**src/hdl/trial_division_prime_test_core_defines.svh**
```systemverilog
// assertion macros used by the trial division prime test rtl
`ifndef TRIAL_DIVISION_PRIME_TEST_CORE_DEFINES_SVH
`define TRIAL_DIVISION_PRIME_TEST_CORE_DEFINES_SVH

// same-cycle implication under synchronous active-low reset
`define TDPT_ASSERT_IMP(lbl, ck, rn, ante, cons) \
  lbl: assert property (@(posedge ck) disable iff (!rn) (ante) |-> (cons)) \
    else $error("tdpt assertion failed");

// next-cycle implication under synchronous active-low reset
`define TDPT_ASSERT_NXT(lbl, ck, rn, ante, cons) \
  lbl: assert property (@(posedge ck) disable iff (!rn) (ante) |=> (cons)) \
    else $error("tdpt assertion failed");

`endif

```
**src/hdl/tdpt_pkg.sv**
```systemverilog
// package with widths, sequencer states and remainder unit interface types
package tdpt_pkg;

  localparam int VALUE_BITS = 32;
  localparam int DIV_BITS   = VALUE_BITS / 2 + 1;
  localparam int SQ_BITS    = VALUE_BITS + 2;
  localparam int CNT_BITS   = $clog2(VALUE_BITS);

  typedef enum logic [2:0] {
    ST_IDLE,
    ST_CLASSIFY,
    ST_SQ,
    ST_DIV,
    ST_DONE
  } tdpt_state_t;

  typedef struct packed {
    logic start;
  } rem_ctl_t;

  typedef struct packed {
    logic busy;
    logic done;
    logic zero;
  } rem_sts_t;

endpackage

```
**src/hdl/tdpt_rem_unit.sv**
```systemverilog
// shift-subtract remainder unit, one dividend bit per cycle
module tdpt_rem_unit
  import tdpt_pkg::*;
(
  input  logic                  clk,
  input  logic                  rst_n,
  input  rem_ctl_t              ctl,
  input  logic [VALUE_BITS-1:0] dividend,
  input  logic [DIV_BITS-1:0]   divisor,
  output rem_sts_t              sts
);

  logic                  busy_r, busy_nxt;
  logic                  done_r, done_nxt;
  logic [CNT_BITS-1:0]   cnt_r, cnt_nxt;
  logic [VALUE_BITS-1:0] dvd_r, dvd_nxt;
  logic [DIV_BITS-1:0]   dsr_r, dsr_nxt;
  logic [DIV_BITS-1:0]   rem_r, rem_nxt;
  logic [DIV_BITS:0]     shifted;
  logic [DIV_BITS:0]     diff;

  always_ff @(posedge clk) begin
    if (!rst_n) begin
      busy_r <= 1'b0;
      done_r <= 1'b0;
      cnt_r  <= '0;
    end else begin
      busy_r <= busy_nxt;
      done_r <= done_nxt;
      cnt_r  <= cnt_nxt;
    end
  end

  always_ff @(posedge clk) begin
    dvd_r <= dvd_nxt;
    dsr_r <= dsr_nxt;
    rem_r <= rem_nxt;
  end

  assign shifted = {rem_r, dvd_r[VALUE_BITS-1]};
  assign diff    = shifted - {1'b0, dsr_r};

  always_comb begin
    busy_nxt = busy_r;
    done_nxt = 1'b0;
    cnt_nxt  = cnt_r;
    dvd_nxt  = dvd_r;
    dsr_nxt  = dsr_r;
    rem_nxt  = rem_r;
    if (busy_r) begin
      dvd_nxt = {dvd_r[VALUE_BITS-2:0], 1'b0};
      if (!diff[DIV_BITS]) begin
        rem_nxt = diff[DIV_BITS-1:0];
      end else begin
        rem_nxt = shifted[DIV_BITS-1:0];
      end
      cnt_nxt = cnt_r - CNT_BITS'(1);
      if (cnt_r == '0) begin
        busy_nxt = 1'b0;
        done_nxt = 1'b1;
      end
    end else if (ctl.start) begin
      busy_nxt = 1'b1;
      cnt_nxt  = CNT_BITS'(VALUE_BITS - 1);
      dvd_nxt  = dividend;
      dsr_nxt  = divisor;
      rem_nxt  = '0;
    end
  end

  assign sts.busy = busy_r;
  assign sts.done = done_r;
  assign sts.zero = (rem_r == '0);

endmodule

```
**src/hdl/trial_division_prime_test_core.sv**
```systemverilog
// 0, 1, 2 and even candidates are settled in the classify state, odd ones go on to trial division
// odd divisors 3, 5, 7 ... are tried until one divides or its square exceeds the candidate
// each divisor takes ST_SQ, then 32 steps of the one shift-subtract remainder unit in ST_DIV
// one candidate at a time: a new beat is accepted only in the idle state
// a finished result waits in the output register while the next beat is accepted
// reset (rst_n low, synchronous) returns the sequencer to idle and drops any pending result
`include "trial_division_prime_test_core_defines.svh"

module trial_division_prime_test_core
  import tdpt_pkg::*;
(
  input  logic        clk,
  input  logic        rst_n,
  input  logic        in_tvalid,
  output logic        in_tready,
  input  logic [31:0] in_tdata,   // [31:0] candidate
  output logic        out_tvalid,
  input  logic        out_tready,
  output logic [31:0] out_tdata,  // [31:0] tested_value
  output logic        out_tuser   // [0] is_prime
);

  tdpt_state_t           state_r, state_nxt;
  logic [VALUE_BITS-1:0] n_r, n_nxt;
  logic [DIV_BITS-1:0]   d_r, d_nxt;
  logic [SQ_BITS-1:0]    sq_r, sq_nxt;
  logic                  verdict_r, verdict_nxt;
  logic                  out_valid_r, out_valid_nxt;
  logic [VALUE_BITS-1:0] out_data_r, out_data_nxt;
  logic                  out_prime_r, out_prime_nxt;
  rem_ctl_t              rem_ctl;
  rem_sts_t              rem_sts;

  tdpt_rem_unit u_rem (
    .clk      (clk),
    .rst_n    (rst_n),
    .ctl      (rem_ctl),
    .dividend (n_r),
    .divisor  (d_r),
    .sts      (rem_sts)
  );

  always_ff @(posedge clk) begin
    if (!rst_n) begin
      state_r     <= ST_IDLE;
      out_valid_r <= 1'b0;
    end else begin
      state_r     <= state_nxt;
      out_valid_r <= out_valid_nxt;
    end
  end

  always_ff @(posedge clk) begin
    n_r         <= n_nxt;
    d_r         <= d_nxt;
    sq_r        <= sq_nxt;
    verdict_r   <= verdict_nxt;
    out_data_r  <= out_data_nxt;
    out_prime_r <= out_prime_nxt;
  end

  always_comb begin
    state_nxt     = state_r;
    n_nxt         = n_r;
    d_nxt         = d_r;
    sq_nxt        = sq_r;
    verdict_nxt   = verdict_r;
    out_data_nxt  = out_data_r;
    out_prime_nxt = out_prime_r;
    out_valid_nxt = out_valid_r && !out_tready;
    rem_ctl.start = 1'b0;
    in_tready     = 1'b0;
    unique case (state_r)
      ST_IDLE: begin
        in_tready = 1'b1;
        if (in_tvalid) begin
          n_nxt     = in_tdata[VALUE_BITS-1:0];
          state_nxt = ST_CLASSIFY;
        end
      end
      ST_CLASSIFY: begin
        if (n_r < VALUE_BITS'(2)) begin
          verdict_nxt = 1'b0;
          state_nxt   = ST_DONE;
        end else if (n_r == VALUE_BITS'(2)) begin
          verdict_nxt = 1'b1;
          state_nxt   = ST_DONE;
        end else if (!n_r[0]) begin
          verdict_nxt = 1'b0;
          state_nxt   = ST_DONE;
        end else begin
          d_nxt     = DIV_BITS'(3);
          sq_nxt    = SQ_BITS'(9);
          state_nxt = ST_SQ;
        end
      end
      ST_SQ: begin
        if (sq_r > SQ_BITS'(n_r)) begin
          verdict_nxt = 1'b1;
          state_nxt   = ST_DONE;
        end else begin
          rem_ctl.start = 1'b1;
          state_nxt     = ST_DIV;
        end
      end
      ST_DIV: begin
        if (rem_sts.done) begin
          if (rem_sts.zero) begin
            verdict_nxt = 1'b0;
            state_nxt   = ST_DONE;
          end else begin
            d_nxt     = d_r + DIV_BITS'(2);
            sq_nxt    = sq_r + SQ_BITS'({d_r, 2'b00}) + SQ_BITS'(4);
            state_nxt = ST_SQ;
          end
        end
      end
      ST_DONE: begin
        if (!out_valid_r || out_tready) begin
          out_valid_nxt = 1'b1;
          out_data_nxt  = n_r;
          out_prime_nxt = verdict_r;
          state_nxt     = ST_IDLE;
        end
      end
      default: begin
        state_nxt = ST_IDLE;
      end
    endcase
  end

  assign out_tvalid = out_valid_r;
  assign out_tdata  = 32'(out_data_r);
  assign out_tuser  = out_prime_r;

  `TDPT_ASSERT_IMP(a_rem_busy_in_div, clk, rst_n, rem_sts.busy, state_r == ST_DIV)
  `TDPT_ASSERT_IMP(a_square_tracks, clk, rst_n, state_r == ST_SQ,
                   sq_r == (SQ_BITS'(d_r) * SQ_BITS'(d_r)))
  `TDPT_ASSERT_IMP(a_prime_shape, clk, rst_n, out_valid_r && out_prime_r,
                   out_data_r[0] || (out_data_r == VALUE_BITS'(2)))
  `TDPT_ASSERT_NXT(a_start_divide, clk, rst_n,
                   (state_r == ST_SQ) && (sq_r <= SQ_BITS'(n_r)),
                   (state_r == ST_DIV) && rem_sts.busy)

endmodule

```
**config.mk**
```make
export PLATFORM = sky130hd
export DESIGN_NAME = trial_division_prime_test_core
export DESIGN_NICKNAME = d
export VERILOG_FILES = /design/src/hdl/tdpt_pkg.sv /design/src/hdl/tdpt_rem_unit.sv /design/src/hdl/trial_division_prime_test_core.sv
export VERILOG_INCLUDE_DIRS = /design/src /design/src/hdl
export SDC_FILE = /design/constraint.sdc
export NUM_CORES = 1
export LEC_CHECK = 0
export ABC_AREA = 1
export BUFFER_PORTS_ARGS = -buffer_cell sky130_fd_sc_hd__buf_4
export CORE_UTILIZATION = 61
export CTS_CLUSTER_DIAMETER = 50
export DETAILED_ROUTE_END_ITERATION = 10
export GPL_ROUTABILITY_DRIVEN = 0
export PLACE_DENSITY = 0.82
export SYNTH_ARGS = -nofsm -noshare
export SYNTH_HDL_FRONTEND = slang
export SYNTH_SLANG_ARGS = --single-unit
```
**constraint.sdc**
```tcl
create_clock -name clk -period 4.5 [get_ports clk]
set_input_delay 0.45 -clock clk [delete_from_list [all_inputs] [get_ports clk]]
set_output_delay 0.45 -clock clk [all_outputs]
set_load 0.02 [all_outputs]
```
==> flow_summary.yaml <==
clock_network:
  clock_latency_ns: 0.44
  clock-root-buffer: "clkbuf_16"
  post_cts_resized: 0
  cts_buffers: 17
  htreeDepth: 4
  cts_setup_buffers: 0
  cts_tree: "done"
  cts_sinks: 189
  clk_pin_slew_ns: 0.08
  cts_buffer_depth: 2
  holdBufCountCts: 0
placed_design:
  hpwl_mm: 16.5
  port_buffers: 70
  post-place-ws_ns: 1.55
  placed_cells: 1348
critical_path:
  path_common_cell: "nand2_1"
  rr_endpoint: "u_rem.rem_r[8]$_SDFFCE_PN0P_"
  crit_chain: "ha_1 -> nand2_1 -> inv_1 -> nand2_1 -> nand2_1 -> nand2_1 -> nand2_1 -> a21oi_1 -> nand3_1 -> nand2_1 -> nand2_1 -> nand2_2 -> buf_4"
  crit_family: "simple AND/OR/NAND/NOR gates"
  cp.arrival_ns: 3.22
  ff2ff_setup_slack_ns: 1.37
  cp-end-kind: "flop"
  path_depth: 13
  crit_buf_inv: 2
  start_kind: "flop"
  crit_slowest_cell: "nand2_2"
  crit_fanout: 28
  cp_slowest_stage_delay_ns: 0.52
  required_ns: 4.59
  r2r_cells: 13
  critPathKind: "reg -> reg"
  rr_startpoint: "sq_r[29]$_SDFFCE_PN0P_"
finish:
  final_core_util_pct: 70.5
  drive_above_1_share_pct: 12.8
  final.fill_count: 1141
  syn2layout_area_growth_pct: 12.9
  antennaDiodeCount: 0
  finalNetCount: 1265
  final_cells: 1380
pwr:
  ir_drop_uv: 376
  power.density_nw_per_um2: 520
  p_total_mw: 6.05
  power.leakage_nw: 4.87
floorplanning:
  coreArea_sq_um: 16500
  die_w_um: 132
  die_h_um: 132
  start_util_pct: 62.4
  die_area_sq_um: 17400
  ioPinCount: 71
  rows: 47
synth:
  syn_nets: 1185
  yosysUniqueCellTypes: 45
  postSynthAreaPerCell_sq_um: 9.66
  ys_seq_elements: 189
  synth.cell_area_sq_um: 10300
  yosys_warnings: 0
  syn_inst: 1067
  ys_seq_area_share_pct: 53.9
min_path:
  min_to: "n_r[19]$_DFFE_PP_"
  hold_start: "in_tdata[19]"
  hp-class: "in -> reg"
  hold_depth: 1
timing:
  timing.final.crit_period_ns: 3.13
  hold_viol: 0
  fin_tns_setup_ns: 0
  slew_violations: 0
  tightest_slew_ns: 1.07
  rsz0062_at_grt: "false"
  setup_violations: 0
  period_share_pct: 69.5
  worst_slack_ns: 1.37
  fmax_mhz: 320
  fin_worst_skew_ns: 0.0136
  slew_headroom_pct: 28.6
global_routing:
  grt_max_degree: 52
  antenna_found_initial: 0
  grt_pass1_vias: 7718
  grtUsageTotal_pct: 27.9
  grt_overflow: 0
  grt_pass1_wl_mm: 38.1
route:
  routedWlPerCell_um: 16.8
  wirelength_mm: 23.2
  viasPerCell: 5.68
  drt_pass1_iterations: 6
  vias: 7844
  drt_iter0_markers: 640
  post-route-drc-count: 0
  ant_nets: 0
outcome:
  status: "finished, final reports clean"
flow_run:
  cap_violations: 0
==> cell usage after synthesis, drive strengths merged <==
master	instances	area (sq um)
xor2	13	114
a21o	7	52.6
buf	6	66.3
o21ai	90	465
o22ai	2	12.5
nor4b	1	8.76
nand3b	1	11.3
a211oi	1	7.51
a31o	2	17.5
a21oi	92	460
nor4	4	25.0
o211ai	1	7.51
ha	80	1000
o21a	4	30.0
and3	1	6.26
inv	144	543
dfxtp	12	240
nand3	37	195
nor3	31	165
xnor2	3	26.3
nand2	198	771
o21bai	4	30.0
nor2	114	463
nand4	17	106
a31oi	5	37.5
or2	2	12.5
nor3b	2	15.0
o31ai	1	7.51
clkbuf	10	37.5
a21boi	2	15.0
edfxtp	177	5320
and2	1	6.26
fa	2	40.0
==> cells in the final DEF (no fill, tap or decap), types with 3 or more instances in the layout <==
cell,synthesis,layout
edfxtp_1,177,177
dfxtp_1,12,12
nand4_1,17,17
o21ai_0,70,70
xnor2_1,3,3
ha_1,80,80
a21oi_1,92,91
nor3_1,29,29
nand3_1,35,35
nor2_1,100,98
a21o_1,7,7
a31oi_1,4,4
nand2_1,189,188
nand2_2,8,9
clkinvlp_4,0,4
o21ai_1,16,16
o21a_1,4,4
xor2_1,13,13
o21bai_1,4,4
inv_8,0,5
inv_1,143,143
nor2_2,14,15
clkbuf_16,0,17
buf_4,1,77
nor4_1,4,4
o21ai_2,4,4
==> logic make-up after synthesis <==
group	count (synthesis)	synth area share [%]
simple gates	409	17.3
compound gates	211	11.1
flops	189	53.9
buf+inv	160	6.27
fa+ha+maj	82	10.1
xor+xnor	16	1.36
==> sequential cells by signal, indices dropped and copies added (netlist names) <==
register      cells
u_rem.busy_r      1
d_r              16
n_r              32
u_rem.rem_r      17
out_tvalid        1
state_r           3
u_rem.dsr_r      16
out_tuser         1
u_rem.done_r      1
u_rem.cnt_r       5
sq_r             31
out_tdata        32
u_rem.dvd_r      32
verdict_r         1
==> worst max path at each step <==
| stage | startpoint | end | slack (ns) |
|---|---|---|---|
| after global placement | n_r[31]$_DFFE_PP_ | u_rem.dsr_r[16]$_DFFE_PP_ | 1.63 |
| final | sq_r[29]$_SDFFCE_PN0P_ | u_rem.rem_r[8]$_SDFFCE_PN0P_ | 1.37 |
| after CTS | sq_r[29]$_SDFFCE_PN0P_ | u_rem.rem_r[7]$_SDFFCE_PN0P_ | 1.43 |
| after floorplan | n_r[4]$_DFFE_PP_ | d_r[10]$_SDFFCE_PN0P_ | 1.26 |
| after detailed placement | n_r[31]$_DFFE_PP_ | u_rem.rem_r[15]$_SDFFCE_PN0P_ | 1.55 |
| after global routing | n_r[17]$_DFFE_PP_ | u_rem.rem_r[6]$_SDFFCE_PN0P_ | 1.18 |
==> area by class of cell <==
type | count | area [sq um] | area share, %
Multi-Input combinational cell | 718 | 4130 | 35.5
Clock buffer | 17 | 425 | 3.65
Timing Repair Buffer | 77 | 578 | 4.96
Tap cell | 220 | 275 | 2.36
Clock inverter | 15 | 133 | 1.14
Inverter | 144 | 543 | 4.66
Sequential cell | 189 | 5560 | 47.7
==> routing by layer <==
metal,up-vias,share of wire (%),GRT usage [%]
met1,3633,42,36.2
met4,0,4.4,14.6
met2,299,48,45.6
met5,-,0,0
li1,3837,-,-
met3,75,5.7,4.50
==> where the power goes <==
part | switching, mW | leakage, nW | internal (mW)
sequential | 0.245 | 1.73 | 2.38
clock | 0.712 | 0.263 | 0.727
combinational | 1.35 | 2.87 | 0.636
==> stage by stage <==
| stage | cell area [sq um] | hold WS (ns) |
|---|---|---|
| after global routing | 11600 | 0.169 |
| final | 11600 | 0.180 |
| after CTS | 11600 | 0.176 |
| after global placement | 11100 | 0.406 |
| after floorplan | 10300 | 0.400 |
| after detailed placement | 11100 | 0.405 |
No activity file was read; power rests on OpenSTA's default activity.
